`config.mk`:
```
export PLATFORM = sky130hd
export DESIGN_NAME = mbe_outbuf
export DESIGN_NICKNAME = d
export VERILOG_FILES = /design/src/mbe_pkg.sv /design/src/mbe_outbuf.sv
export SDC_FILE = /design/constraint.sdc
export NUM_CORES = 1
export LEC_CHECK = 0
export ABC_AREA = 0
export ABC_CLOCK_PERIOD_IN_PS = 1200
export BUFFER_PORTS_ARGS = -buffer_cell sky130_fd_sc_hd__buf_2
export CAP_MARGIN = 10
export CORE_UTILIZATION = 43
export CTS_CLUSTER_DIAMETER = 80
export DETAILED_ROUTE_END_ITERATION = 8
export PLACE_DENSITY = 0.8
export RECOVER_POWER = 25
export SETUP_SLACK_MARGIN = 0.3
export SLEW_MARGIN = 20
export SYNTH_ARGS = -nofsm -noshare
export SYNTH_HDL_FRONTEND = slang
export SYNTH_SLANG_ARGS = --single-unit
export TNS_END_PERCENT = 50
```
`constraint.sdc`:
```
create_clock -name clk_i -period 1.2 [get_ports clk_i]
set_clock_uncertainty 0.05 [all_clocks]
set_input_delay 0.18 -clock clk_i [delete_from_list [all_inputs] [get_ports clk_i]]
set_output_delay 0.18 -clock clk_i [all_outputs]
set_load 0.005 [all_outputs]
```
`src/mbe_pkg.sv`:
```
`timescale 1ns / 1ps
// ----------------------------------------------------------------------------
// mbe_pkg: shared types and constants for the escape-time engine
// Fixed-point widths, register indexes, and the token handed cell to cell.
// ----------------------------------------------------------------------------
package mbe_pkg;

  localparam int FRAC_BITS  = 28;
  localparam int INDEX_BITS = 10;
  localparam int COUNT_BITS = 10;
  localparam int NUM_CELLS  = 4;

  localparam int REG_W = 32;
  localparam int IDX_W = 3;

  // z magnitude stays within 2.0 while live: sign + 2 integer bits
  localparam int ZW  = FRAC_BITS + 3;
  localparam int PW  = 2 * ZW;
  // col * step product and c = start + col * step
  localparam int PRW = INDEX_BITS + 1 + REG_W;
  localparam int CW  = PRW + 1;
  localparam int NW  = ((CW > FRAC_BITS + 4) ? CW : FRAC_BITS + 4) + 1;

  localparam logic signed [NW-1:0] Z_LIM   = NW'(2) << FRAC_BITS;
  localparam logic signed [NW-1:0] Z_LIM_N = -Z_LIM;
  localparam logic signed [PW-1:0] ESC_THR = PW'(1) << (2 * FRAC_BITS + 2);

  localparam logic [REG_W-1:0]      RST_START_X = 32'hE000_0000;
  localparam logic [REG_W-1:0]      RST_START_Y = 32'h2000_0000;
  localparam logic [REG_W-1:0]      RST_STEP_X  = 32'd1074764;
  localparam logic [REG_W-1:0]      RST_STEP_Y  = 32'hFFEF_99B4;
  localparam logic [COUNT_BITS-1:0] RST_MAX_IT  = COUNT_BITS'(255);

  typedef enum logic [IDX_W-1:0] {
    REG_START_X = 3'd0,
    REG_START_Y = 3'd1,
    REG_STEP_X  = 3'd2,
    REG_STEP_Y  = 3'd3,
    REG_MAX_IT  = 3'd4
  } mbe_reg_e;

  typedef struct packed {
    logic                    valid;
    logic                    big;
    logic [COUNT_BITS-1:0]   iter;
    logic signed [ZW-1:0]    zr;
    logic signed [ZW-1:0]    zi;
  } mbe_tok_t;

  typedef struct packed {
    logic                  fin;
    logic [COUNT_BITS-1:0] res;
  } mbe_fin_t;

endpackage

```
`src/mbe_outbuf.sv`:
```
`timescale 1ns / 1ps
// ----------------------------------------------------------------------------
// mbe_outbuf: result register with one hold slot
// Catches a finished count while the previous one still waits downstream.
// ----------------------------------------------------------------------------
module mbe_outbuf import mbe_pkg::*; (
  input  logic                   clk_i,
  input  logic                   rst_ni,
  input  mbe_fin_t               fin_i,
  input  logic                   out_ready_i,
  output logic                   out_valid_o,
  output logic [COUNT_BITS-1:0]  count_o,
  output logic                   full_o
);

  logic                  out_v_q, out_v_d, hold_v_q, hold_v_d;
  logic [COUNT_BITS-1:0] out_c_q, out_c_d, hold_c_q, hold_c_d;
  logic                  take;

  assign take = !out_v_q || out_ready_i;

  always_comb begin
    out_v_d  = out_v_q;
    out_c_d  = out_c_q;
    hold_v_d = hold_v_q;
    hold_c_d = hold_c_q;
    if (take) begin
      if (hold_v_q) begin
        out_v_d  = 1'b1;
        out_c_d  = hold_c_q;
        hold_v_d = fin_i.fin;
        hold_c_d = fin_i.res;
      end else begin
        out_v_d = fin_i.fin;
        out_c_d = fin_i.res;
      end
    end else if (fin_i.fin) begin
      hold_v_d = 1'b1;
      hold_c_d = fin_i.res;
    end
  end

  always_ff @(posedge clk_i or negedge rst_ni) begin
    if (!rst_ni) begin
      out_v_q  <= 1'b0;
      hold_v_q <= 1'b0;
    end else begin
      out_v_q  <= out_v_d;
      hold_v_q <= hold_v_d;
    end
  end

  always_ff @(posedge clk_i) begin
    out_c_q  <= out_c_d;
    hold_c_q <= hold_c_d;
  end

  assign out_valid_o = out_v_q;
  assign count_o     = out_c_q;
  assign full_o      = hold_v_q;

endmodule

```
; ---- Word level (Yosys, flattened, before mapping)
; Index checks and enable logic that the tools add are counted.
[word_totals]
regBits = 22
latch_bits = 0
ramBits = 0
mem_bits_ro = 0
input_bits = 14
out_inout_bits = 12
memories = 0
[classes]
add_sub_neg = 0
n_mul = 0
n_div = 0
order_cmp = 0
n_eq_ne = 1
n_shift = 0
mux = 8
bitwise = 0
n_reduce_logical = 4
[ops]
columns = cell, count
row1 = $mux W10, 4
row2 = $mux W1, 4
row3 = $ne A2 B2 Y1 const B, 1
row4 = $reduce_and A2 Y1, 1
row5 = $reduce_bool A2 Y1, 1
row6 = $logic_not A1 Y1, 1
row7 = $logic_or A1 B1 Y1, 1

; ---- Depth between registers and ports, before layout
; Gate-level depths: netlist of run 1.
[logic_depth]
depth_word = 4
depth_mapped = 2
ltp_nobuf = 2

; ---- Least setup slack after synthesis of run 1
; No wires, ideal clock.
[synth_path]
path_type = register to register
start = register out_v_q, in the netlist out_valid_o
end = register hold_c_q[0], enable pin
setup_time_ps = 273
arrival_ps = 957
t_required_ps = 877
setup_slack_ps = -80
stages_incl_launch_ff = 3
path_buffers = 0
synth_period_minus_slack_ps = 1280
cell_sequence = dfrtp_1 > nor2b_2 > mux2_2
[synth_via]
elab_chain_len = 4
[synth_lines]
columns = element, line
row1 = from (decl), mbe_outbuf.sv:16  ; logic out_v_q, out_v_d, hold_v_q, hold_v_d;
row2 = from (signal assigned), mbe_outbuf.sv:48  ; out_v_q <= out_v_d;
row3 = $logic_not A1 Y1 *, mbe_outbuf.sv:20  ; assign take = !out_v_q || out_ready_i;
row4 = $logic_or A1 B1 Y1 *, mbe_outbuf.sv:20
row5 = $ne A2 B2 Y1 (no source line) or $reduce_bool A2 Y1 (tied branches), n/a
row6 = $reduce_and A2 Y1 (no source line) *, n/a
row7 = to (signal assigned), mbe_outbuf.sv:55  ; hold_c_q <= hold_c_d;
row8 = to (decl), mbe_outbuf.sv:17  ; logic [COUNT_BITS-1:0] out_c_q, out_c_d, hold_c_q, hold_c_d;
; Every way passes the cells marked *; elsewhere a longest branch is shown, timed or not.
; A chain may end at the register's enable or synchronous reset.

; ---- Worst setup path in the final report of run 1
[layout_path]
start = register out_v_q, in the netlist out_valid_o
end = register hold_c_q[9], enable pin
; Same word-level chain as after synthesis.

==> tab_implementation.tex, run 1 <==
\begin{tabular}{lr}
\hline
Metric & Value \\
\hline
\multicolumn{2}{l}{\textbf{Synth}} \\
Post-Synthesis Mean Instance Area & 22.3 µm² \\
\#FFs+latches synth & 22 \\
Mux contribution to synthesized area & 0.182 \\
Number of nets in the synthesized netlist & 52 \\
Area fraction in and, or, nand and nor cells after synthesis & 0.0178 \\
Top flip-flop cell by instance count after synthesis & sky130\_fd\_sc\_hd\_\_edfxtp\_1 \\
Cell taking the most area after synthesis & sky130\_fd\_sc\_hd\_\_edfxtp\_1 \\
Xor/xnor cell area share of the yosys netlist & 0 \\
Combinational family with the most area after synthesis & multiplexers \\
Number of flops mapped to enable cells by yosys & 20 \\
Cell types with the largest area share after synthesis & sky130\_fd\_sc\_hd\_\_edfxtp\_1 71\%, sky130\_fd\_sc\_hd\_\_mux2\_4 14\%, sky130\_fd\_sc\_hd\_\_dfrtp\_1 5.9\%, sky130\_fd\_sc\_hd\_\_mux2\_2 4.0\%, sky130\_fd\_sc\_hd\_\_buf\_6 1.3\% \\
Complex-gate fraction of the synthesized area & 0 \\
Ranking of synthesized cells by instance count & 20 x sky130\_fd\_sc\_hd\_\_edfxtp\_1, 8 x sky130\_fd\_sc\_hd\_\_mux2\_4, 3 x sky130\_fd\_sc\_hd\_\_mux2\_2 \\
Summed instance area of the synthesized netlist & 846 µm² \\
Count of distinct cell types in the synthesized netlist & 9 \\
Synth top area share & 0.710 \\
Seq/Total Area, Yosys & 0.769 \\
FFs w/ async S/R, synth & 0.0909 \\
Most used standard cell by instance count after synthesis & sky130\_fd\_sc\_hd\_\_edfxtp\_1 \\
Yosys warnings & 0 \\
Adder-Cell Fraction of Synth Area & 0.0133 \\
Cell count after synthesis & 38 \\
\multicolumn{2}{l}{\textbf{GRT}} \\
Vias in the first global route & 429 \\
Most Crowded Layer GR & met2 \\
Largest net degree at the start of global routing & 14 \\
Global Route met3 Usage & 0.0353 \\
Number of antenna violations at the first check in global routing & 0 \\
All-layer global routing usage & 0.140 \\
First-pass GRT wire length & 1.99 mm \\
Total grt overflow & 0 \\
Met1 Resource Use GR & 0.166 \\
Met2 usage in global routing & 0.242 \\
\multicolumn{2}{l}{\textbf{Timing}} \\
Hold Violations, Final & 0 \\
F\_max & 819 MHz \\
Setup repair after global routing missed its margin & yes \\
Measured slew at the worst slew-check pin & 171 ps \\
PnR worst setup slack & -20.7 ps \\
Total Neg Setup Slack & -185 ps \\
Minimum clock period after layout & 1220 ps \\
Count of pins over their slew limit & 0 \\
Max-slew headroom at the worst pin & 0.886 \\
Final clock period utilization by the worst path & 1.02 \\
Final-report setup violation count & 11 \\
\multicolumn{2}{l}{\textbf{Setup path}} \\
Kind of cell adding the most delay to the critical path & flip-flops \\
Critical path arrival & 1220 ps \\
Slowest library cell on the worst path & sky130\_fd\_sc\_hd\_\_dfrtp\_1 \\
Worst path buffer plus inverter count & 0 \\
Kind of capture point of the worst setup path & register \\
Worst R2R Setup Slack & -20 ps \\
Maximum cell stage delay along the critical path & 360 ps \\
Crit-path max FO & 5 \\
Critical path start-end classification & reg2reg \\
Type of element launching the critical path & register \\
CP required & 1200 ps \\
Critical Path, Cell by Cell & nor2b\_4 > mux2\_4 \\
\multicolumn{2}{l}{\textbf{Floorplan}} \\
Initial cell density of the core & 0.474 \\
Count of pins on the block boundary & 26 \\
Area of the core & 1780 µm² \\
Die span in x & 46.4 µm \\
Die Y-Extent & 46.4 µm \\
Die area & 2150 µm² \\
Placement row count & 15 \\
\multicolumn{2}{l}{\textbf{Clocking}} \\
Number of clock sinks & 22 \\
CTS HTree Levels & 1 \\
Clock latency on the worst-skew pair & 280 ps \\
Clock transition at the register clock pins on the worst setup and hold paths after CTS & 110 ps \\
Clk root buf & sky130\_fd\_sc\_hd\_\_clkbuf\_4 \\
TritonCTS clock tree & yes \\
Inserted Clock Buffers & 3 \\
CTS max path bufs & 2 \\
\multicolumn{2}{l}{\textbf{Routing}} \\
DRT iter0 DRCs & 5 \\
Via/cell ratio & 4.62 \\
Number of remaining DRC errors & 0 \\
Routed vias & 439 \\
Final routed wirelength across all metal layers & 1.36 mm \\
ANT nets after route & 0 \\
Routed wirelength normalized by instance count & 14.3 µm \\
Number of iterations in the first detailed-routing pass & 2 \\
\multicolumn{2}{l}{\textbf{Layout}} \\
Share of layout cells above drive strength 1 & 0.500 \\
Antenna diode count & 0 \\
Area Growth Syn to Fin & 29.6\% \\
Nets & 86 \\
\multicolumn{2}{l}{\textbf{Flow run}} \\
Max capacitance violation total & 0 \\
\multicolumn{2}{l}{\textbf{Placement}} \\
Final HPWL from detailed placement & 954 µm \\
Count of buffers from port buffering & 25 \\
Weighted congestion reported at the end of routability-driven placement & 0.678 \\
\multicolumn{2}{l}{\textbf{Power and ir drop}} \\
LEAKAGE & 0.447 nW \\
PnR Total Power & 1.56 mW \\
Cell Pwr Density & 1420 nW/µm² \\
Worst VDD drop & 0.780 mV \\
\multicolumn{2}{l}{\textbf{Outcome}} \\
Result of the run & complete, but fails checks \\
Violations in the final reports & negative setup slack \\
\multicolumn{2}{l}{\textbf{Min path}} \\
Type of the tightest min-delay check & in2reg \\
\hline
\end{tabular}
## flip-flops by register name (all words and copies together), names as in the netlist
register,count
full_o,1
hold_c_q,10
out_valid_o,1
count_o,10
## placed cells by master, fill, tap and decap left out, drive strengths merged
cell	synthesis	layout
buf	1	18
or3	1	1
edfxtp	20	20
clkbuf	0	13
dfrtp	2	2
mux2	11	12
inv	1	1
nor2b	1	1
dlygate4sd3	0	1
maj3	1	1
## layout make-up
cell class                      count  area (µm²)
Inverter                            1        3.75
Clock buffer                        3        22.5
Timing Repair Buffer               29         176
Fill cell                         143         687
Sequential cell                    22         651
Tap cell                           25        31.3
Multi-Input combinational cell     15         211
## logic make-up after synthesis
logic type / Yosys count
DFF: 22
muxes: 11
buffers and inverters: 2
and+or+nand+nor: 2
adders and majority gates: 1
## power by group
part | internal [mW] | switching (mW) | leakage [nW] | total [mW]
Clock | 0.116 | 0.186 | 0.0138 | 0.303
Sequential | 0.941 | 0.0228 | 0.218 | 0.964
Combinational | 0.176 | 0.116 | 0.214 | 0.291
## worst register-to-register path, delay by kind of cell, from the launching register on
family	cells	cell delay, ps
flops	1	360
mux	1	360
simple gates	1	220
## metal layers
layer / up-vias / share of wire / routed length, µm
met4: 0 / 0 / 0
li1: 215 / - / -
met1: 213 / 0.45 / 613
met3: 0 / 0.027 / 37
met5: - / 0 / 0
met2: 11 / 0.52 / 708
## metrics by stage
stage	worst slack [ps]	hold WS [ps]	instances	cell area [µm²]	utilization
after floorplan	-13.1	-166	38	855	-
after global placement	16.2	-82.4	89	1040	0.583
after detailed placement	-10.6	-77.0	89	1040	0.583
after CTS	-29.5	25.4	93	1080	0.605
after global routing	-65.5	47.5	95	1100	0.615
final	-20.7	50.3	95	1100	0.615
## worst paths after layout
path / start / cells after the start / to
max: out_valid_o / 2 / hold_c_q[9]
min: fin_i[9] / 1 / hold_c_q[9]
max reg2reg: out_valid_o / 2 / hold_c_q[9]
min reg2reg: hold_c_q[8] / 1 / count_o[8]
max in group asynchronous: rst_ni / 2 / full_o
min in group asynchronous: rst_ni / 2 / out_valid_o
## repair_timing
item,4_1_cts,5_1_grt
setup endpoints to repair,44,44
buffers inserted,0,1
gates cloned,0,1
hold buffers,1,0
pin swaps,1,0
gates resized for setup,1,3
endpoints found under the hold margin,2,0
(Power assumes the default switching activity.)
==> run 2: changes to the inputs <==
--- a/config.mk
+++ b/config.mk
@@ -5,7 +5,7 @@
 export SDC_FILE = /design/constraint.sdc
 export NUM_CORES = 1
 export LEC_CHECK = 0
-export ABC_AREA = 0
+export ABC_AREA = 1
 export ABC_CLOCK_PERIOD_IN_PS = 1200
 export BUFFER_PORTS_ARGS = -buffer_cell sky130_fd_sc_hd__buf_2
 export CAP_MARGIN = 10
@@ -15,7 +15,7 @@
 export PLACE_DENSITY = 0.8
 export RECOVER_POWER = 25
 export SETUP_SLACK_MARGIN = 0.3
-export SLEW_MARGIN = 20
+export SLEW_MARGIN = 30
 export SYNTH_ARGS = -nofsm -noshare
 export SYNTH_HDL_FRONTEND = slang
 export SYNTH_SLANG_ARGS = --single-unit
==> tab_implementation.tex, run 2 <==
\begin{tabular}{lr}
\hline
Metric & Value \\
\hline
\multicolumn{2}{l}{\textbf{Timing}} \\
Final clock period utilization by the worst path & 0.986 \\
Hold Violations, Final & 0 \\
Measured slew at the worst slew-check pin & 161 ps \\
Total Neg Setup Slack & 0 ps \\
Final-report setup violation count & 0 \\
Max-slew headroom at the worst pin & 0.892 \\
Setup repair after global routing missed its margin & yes \\
F\_max & 845 MHz \\
Count of pins over their slew limit & 0 \\
Minimum clock period after layout & 1180 ps \\
\multicolumn{2}{l}{\textbf{Synth}} \\
Ranking of synthesized cells by instance count & 37 x sky130\_fd\_sc\_hd\_\_nand2\_1, 20 x sky130\_fd\_sc\_hd\_\_edfxtp\_1, 2 x sky130\_fd\_sc\_hd\_\_buf\_6, 2 x sky130\_fd\_sc\_hd\_\_dfrtp\_1 \\
Summed instance area of the synthesized netlist & 828 µm² \\
Most used standard cell by instance count after synthesis & sky130\_fd\_sc\_hd\_\_nand2\_1 \\
Seq/Total Area, Yosys & 0.785 \\
\#FFs+latches synth & 22 \\
Top flip-flop cell by instance count after synthesis & sky130\_fd\_sc\_hd\_\_edfxtp\_1 \\
Post-Synthesis Mean Instance Area & 12.7 µm² \\
Number of flops mapped to enable cells by yosys & 20 \\
FFs w/ async S/R, synth & 0.0909 \\
Count of distinct cell types in the synthesized netlist & 8 \\
Number of nets in the synthesized netlist & 79 \\
Cell types with the largest area share after synthesis & sky130\_fd\_sc\_hd\_\_edfxtp\_1 73\%, sky130\_fd\_sc\_hd\_\_nand2\_1 17\%, sky130\_fd\_sc\_hd\_\_dfrtp\_1 6.0\%, sky130\_fd\_sc\_hd\_\_buf\_6 2.7\%, sky130\_fd\_sc\_hd\_\_nand3\_1 0.60\% \\
Cell count after synthesis & 65 \\
Synth top area share & 0.725 \\
Cell taking the most area after synthesis & sky130\_fd\_sc\_hd\_\_edfxtp\_1 \\
Yosys warnings & 0 \\
\multicolumn{2}{l}{\textbf{Min path}} \\
Type of the tightest min-delay check & in2reg \\
Worst Hold Path Cells & 1 \\
Endpoint of the worst hold-timing path & hold\_c\_q[2] \\
Hold\_sp & fin\_i[2] \\
\multicolumn{2}{l}{\textbf{Floorplan}} \\
Die Y-Extent & 45.9 µm \\
Die area & 2110 µm² \\
Area of the core & 1760 µm² \\
Initial cell density of the core & 0.470 \\
Count of pins on the block boundary & 26 \\
Die span in x & 45.9 µm \\
Placement row count & 15 \\
\multicolumn{2}{l}{\textbf{Placement}} \\
Count of buffers from port buffering & 25 \\
Weighted congestion reported at the end of routability-driven placement & 0.700 \\
Final HPWL from detailed placement & 921 µm \\
Post-placement cell count & 116 \\
\multicolumn{2}{l}{\textbf{Layout}} \\
Nets & 119 \\
Most frequent cells in the layout & 32 x sky130\_fd\_sc\_hd\_\_nand2\_1, 20 x sky130\_fd\_sc\_hd\_\_edfxtp\_1, 18 x sky130\_fd\_sc\_hd\_\_buf\_2, 6 x sky130\_fd\_sc\_hd\_\_clkbuf\_1, 5 x sky130\_fd\_sc\_hd\_\_dlygate4sd3\_1 \\
Share of layout cells above drive strength 1 & 0.356 \\
Layout filler cell count & 139 \\
Most common cell after layout, fill and taps aside & sky130\_fd\_sc\_hd\_\_nand2\_1 \\
Core Util, Final & 0.660 \\
Area Growth Syn to Fin & 40.6\% \\
Non-filler instance count after layout & 129 \\
Antenna diode count & 0 \\
\multicolumn{2}{l}{\textbf{Outcome}} \\
Result of the run & finished, final reports clean \\
\multicolumn{2}{l}{\textbf{GRT}} \\
Met1 Resource Use GR & 0.170 \\
Global Route met3 Usage & 0.0357 \\
Total grt overflow & 0 \\
Number of antenna violations at the first check in global routing & 0 \\
All-layer global routing usage & 0.151 \\
Largest net degree at the start of global routing & 14 \\
Vias in the first global route & 508 \\
First-pass GRT wire length & 2.07 mm \\
Met2 usage in global routing & 0.239 \\
Most Crowded Layer GR & met2 \\
\multicolumn{2}{l}{\textbf{Clocking}} \\
TritonCTS clock tree & yes \\
CTS max path bufs & 2 \\
CTS HTree Levels & 1 \\
Number of clock sinks & 22 \\
Inserted Clock Buffers & 3 \\
Clk root buf & sky130\_fd\_sc\_hd\_\_clkbuf\_4 \\
Clock transition at the register clock pins on the worst setup and hold paths after CTS & 120 ps \\
Clock latency on the worst-skew pair & 310 ps \\
\multicolumn{2}{l}{\textbf{Setup path}} \\
Reg2reg path depth & 5 \\
Worst R2R Setup Slack & 60 ps \\
Top cell by count, worst path & sky130\_fd\_sc\_hd\_\_buf\_6 \\
Critical Path, Cell by Cell & buf\_6 > buf\_6 \\
Crit Reg-Reg Startpoint & full\_o \\
Maximum cell stage delay along the critical path & 420 ps \\
Crit-path max FO & 2 \\
Critical path arrival & 950 ps \\
Slowest library cell on the worst path & sky130\_fd\_sc\_hd\_\_dfrtp\_1 \\
Kind of cell adding the most delay to the critical path & flip-flops \\
Type of element launching the critical path & register \\
Worst path buffer plus inverter count & 2 \\
Capture instance of the worst register-to-register path & count\_o[1] \\
Critical path start-end classification & reg2out \\
Kind of capture point of the worst setup path & output pin \\
CP required & 970 ps \\
\multicolumn{2}{l}{\textbf{Routing}} \\
Via/cell ratio & 4.59 \\
Routed wirelength normalized by instance count & 11.4 µm \\
Number of iterations in the first detailed-routing pass & 4 \\
DRT iter0 DRCs & 13 \\
Routed vias & 592 \\
Final routed wirelength across all metal layers & 1.47 mm \\
Number of remaining DRC errors & 0 \\
ANT nets after route & 0 \\
\multicolumn{2}{l}{\textbf{Power and ir drop}} \\
Cell Pwr Density & 1590 nW/µm² \\
Worst VDD drop & 0.889 mV \\
LEAKAGE & 0.523 nW \\
PnR Total Power & 1.85 mW \\
\multicolumn{2}{l}{\textbf{Flow run}} \\
Max capacitance violation total & 0 \\
\hline
\end{tabular}
-- run 2: area by class of cell --
type | instances | area (µm²) | share of cell area
timing repair buffer | 36 | 234 | 0.201
tap | 25 | 31.3 | 0.0269
clock buffer | 3 | 22.5 | 0.0193
sequential | 22 | 651 | 0.559
multi-input combinational | 40 | 189 | 0.162
inverter | 2 | 7.51 | 0.00644
clock inverter | 1 | 30.0 | 0.0258
-- run 2: stage by stage --
| step | cell area [µm²] | hold WS, ps | setup slack [ps] |
|---|---|---|---|
| after global placement | 1010 | -85.7 | 118 |
| final | 1160 | 9.15 | 16.6 |
| after global routing | 1160 | 3.55 | -16.3 |
| after floorplan | 851 | -166 | 71.8 |
| after CTS | 1120 | 0.874 | 14.1 |
| after detailed placement | 1010 | -85.2 | 69.4 |
-- run 2: worst max path at each step --
| stage | start | end | depth (start not counted) | slack (ps) |
|---|---|---|---|---|
| 4_1_cts | full_o | full_o | 2 | 10 |
| 2_1_floorplan | out_valid_o | hold_c_q[0] | 4 | 70 |
| 6_report | full_o | full_o | 2 | 20 |
| 3_5_place_dp | out_valid_o | hold_c_q[2] | 4 | 70 |
| 3_3_place_gp | out_valid_o | hold_c_q[4] | 4 | 120 |
| 5_1_grt | full_o | full_o | 2 | -20 |
-- run 2: power breakdown --
group | switching [mW] | internal (mW)
Clock | 0.220 | 0.338
Sequential | 0.0239 | 0.954
Combinational | 0.168 | 0.144
-- run 2: timing repair --
action / 4_1_cts / 5_1_grt
setup endpoints to repair: 42 / 44
gates resized for setup: 5 / 3
hold buffers: 1 / 4
pin swaps: 2 / 1
gates cloned: 1 / 0
setup buffers: 3 / 0
hold endpoints to repair: 2 / 4
-- run 2: logic make-up (layout without fill, tap and decap cells) --
group / count (synthesis) / count (layout) / synth area share
AND/OR/NAND/NOR: 39 / 40 / 0.178
flip-flops: 22 / 22 / 0.786
buffers and inverters: 4 / 42 / 0.0362
-- run 2: worst register-to-register path: stages, from the launching register on --
cell	delay, ps
sky130_fd_sc_hd__dfrtp_1	390
sky130_fd_sc_hd__buf_4	130
sky130_fd_sc_hd__inv_2	40
sky130_fd_sc_hd__buf_4	160
sky130_fd_sc_hd__nand2_1	80
sky130_fd_sc_hd__nand2_1	60
-- run 2: metal layers --
metal  vias to the layer above  routed length [µm]
met4                         0                  41
met3                         4                  84
li1                        293                   -
met5                         -                   0
met1                       271                 576
met2                        24                 767
==> run 3: changes to the inputs <==
--- a/config.mk
+++ b/config.mk
@@ -7,12 +7,12 @@
 export LEC_CHECK = 0
 export ABC_AREA = 1
 export ABC_CLOCK_PERIOD_IN_PS = 1200
-export BUFFER_PORTS_ARGS = -buffer_cell sky130_fd_sc_hd__buf_2
-export CAP_MARGIN = 10
-export CORE_UTILIZATION = 43
+export CAP_MARGIN = 30
+export CORE_UTILIZATION = 52
 export CTS_CLUSTER_DIAMETER = 80
 export DETAILED_ROUTE_END_ITERATION = 8
-export PLACE_DENSITY = 0.8
+export DONT_BUFFER_PORTS = 1
+export PLACE_DENSITY = 0.78
 export RECOVER_POWER = 25
 export SETUP_SLACK_MARGIN = 0.3
 export SLEW_MARGIN = 30
==> tab_implementation.tex, run 3 (same netlist as run 2, synthesis figures left out) <==
\begin{tabular}{lr}
\hline
Metric & Value \\
\hline
\multicolumn{2}{l}{\textbf{Outcome}} \\
Result of the run & finished, final reports clean \\
\multicolumn{2}{l}{\textbf{Layout}} \\
Share of layout cells above drive strength 1 & 0.221 \\
Area Growth Syn to Fin & 30.4\% \\
Most frequent cells in the layout & 30 x sky130\_fd\_sc\_hd\_\_nand2\_1, 20 x sky130\_fd\_sc\_hd\_\_edfxtp\_1, 12 x sky130\_fd\_sc\_hd\_\_dlygate4sd3\_1, 5 x sky130\_fd\_sc\_hd\_\_nand2\_4 \\
Most common cell after layout, fill and taps aside & sky130\_fd\_sc\_hd\_\_nand2\_1 \\
Nets & 101 \\
Core Util, Final & 0.725 \\
Antenna diode count & 0 \\
\multicolumn{2}{l}{\textbf{Routing}} \\
Via/cell ratio & 5.27 \\
Routed vias & 538 \\
Number of remaining DRC errors & 0 \\
Final routed wirelength across all metal layers & 1.53 mm \\
DRT iter0 DRCs & 12 \\
Routed wirelength normalized by instance count & 15.0 µm \\
ANT nets after route & 0 \\
Number of iterations in the first detailed-routing pass & 4 \\
\multicolumn{2}{l}{\textbf{Timing}} \\
Final-report setup violation count & 0 \\
Minimum clock period after layout & 1100 ps \\
Final clock period utilization by the worst path & 0.919 \\
Count of pins over their slew limit & 0 \\
F\_max & 907 MHz \\
Setup repair after global routing missed its margin & yes \\
Max-slew headroom at the worst pin & 0.902 \\
Hold Violations, Final & 0 \\
Measured slew at the worst slew-check pin & 147 ps \\
Worst hold slack & 6.40 ps \\
Total Neg Setup Slack & 0 ps \\
\multicolumn{2}{l}{\textbf{Clocking}} \\
CTS max path bufs & 2 \\
Clock transition at the register clock pins on the worst setup and hold paths after CTS & 120 ps \\
Number of clock sinks & 22 \\
Clock latency on the worst-skew pair & 310 ps \\
TritonCTS clock tree & yes \\
Inserted Clock Buffers & 3 \\
Clk root buf & sky130\_fd\_sc\_hd\_\_clkbuf\_4 \\
CTS HTree Levels & 1 \\
\multicolumn{2}{l}{\textbf{Floorplan}} \\
Die Y-Extent & 41.9 µm \\
Die span in x & 41.9 µm \\
Initial cell density of the core & 0.556 \\
Placement row count & 14 \\
Die area & 1760 µm² \\
Area of the core & 1490 µm² \\
Count of pins on the block boundary & 26 \\
\multicolumn{2}{l}{\textbf{Power and ir drop}} \\
LEAKAGE & 0.458 nW \\
Cell Pwr Density & 1480 nW/µm² \\
Worst VDD drop & 0.847 mV \\
\multicolumn{2}{l}{\textbf{Setup path}} \\
Type of element launching the critical path & register \\
Critical path arrival & 870 ps \\
Kind of capture point of the worst setup path & output pin \\
CP required & 970 ps \\
Kind of cell adding the most delay to the critical path & flip-flops \\
Critical Path, Cell by Cell & buf\_6 \\
Critical path start-end classification & reg2out \\
Worst path buffer plus inverter count & 1 \\
Worst R2R Setup Slack & 100 ps \\
Crit-path max FO & 4 \\
Maximum cell stage delay along the critical path & 430 ps \\
Slowest library cell on the worst path & sky130\_fd\_sc\_hd\_\_dfrtp\_1 \\
\multicolumn{2}{l}{\textbf{Min path}} \\
Type of the tightest min-delay check & in2reg \\
\multicolumn{2}{l}{\textbf{Placement}} \\
Count of buffers from port buffering & 0 \\
Weighted congestion reported at the end of routability-driven placement & 0.708 \\
Final HPWL from detailed placement & 911 µm \\
\multicolumn{2}{l}{\textbf{GRT}} \\
Largest net degree at the start of global routing & 13 \\
Total grt overflow & 0 \\
First-pass GRT wire length & 2.28 mm \\
All-layer global routing usage & 0.192 \\
Vias in the first global route & 530 \\
Number of antenna violations at the first check in global routing & 0 \\
\multicolumn{2}{l}{\textbf{Flow run}} \\
Max capacitance violation total & 0 \\
\hline
\end{tabular}
==> run 3: area by class of cell <==
type,instances,area [µm²]
clock buffers,4,26.3
repair buffers,18,178
multi-input cells,40,196
fillers,94,409
flip-flops and latches,22,652
well taps,16,20.0
inverters,2,7.51
==> run 3: metal layers <==
metal  up-vias  part of all wire  GRT usage
li1        256                 -          -
met1       250              0.38      0.220
met2        24              0.52      0.303
met3         8             0.048     0.0478
met4         0             0.046      0.155
met5         -                 0          0
==> run 3: per-stage QoR <==
step	power (mW)	std cells	instance area (µm²)	setup WS, ps
floorplan	1.14	65	851	71.8
global route	1.66	102	1080	67.4
global placement	1.17	83	878	108
finish	1.59	102	1080	97.1
CTS	1.57	100	1050	89.9
detailed placement	1.19	83	878	40.6
==> run 3: power by group <==
part           internal, mW  total, mW  leakage, nW  switching [mW]
clock                 0.130      0.341       0.0150           0.212
combinational         0.109      0.255        0.224           0.145
sequential            0.956      0.997        0.220          0.0405
total                  1.20       1.59        0.458           0.398
==> run 3: final timing paths <==
kind / startpoint / to / depth (start not counted)
max: full_o / full_o / 1
min: fin_i[5] / count_o[5] / 2
max reg2reg: out_valid_o / hold_c_q[0] / 3
min reg2reg: hold_c_q[7] / count_o[7] / 2
max in group asynchronous: rst_ni / out_valid_o / 1
min in group asynchronous: rst_ni / out_valid_o / 1
==> run 3: timing repair <==
item,CTS,global route
endpoints found under the setup margin,43,44
buffers inserted,1,0
hold endpoints to repair,18,2
pin swaps,2,2
resized for setup,4,6
gates cloned,1,1
hold buffers,11,1
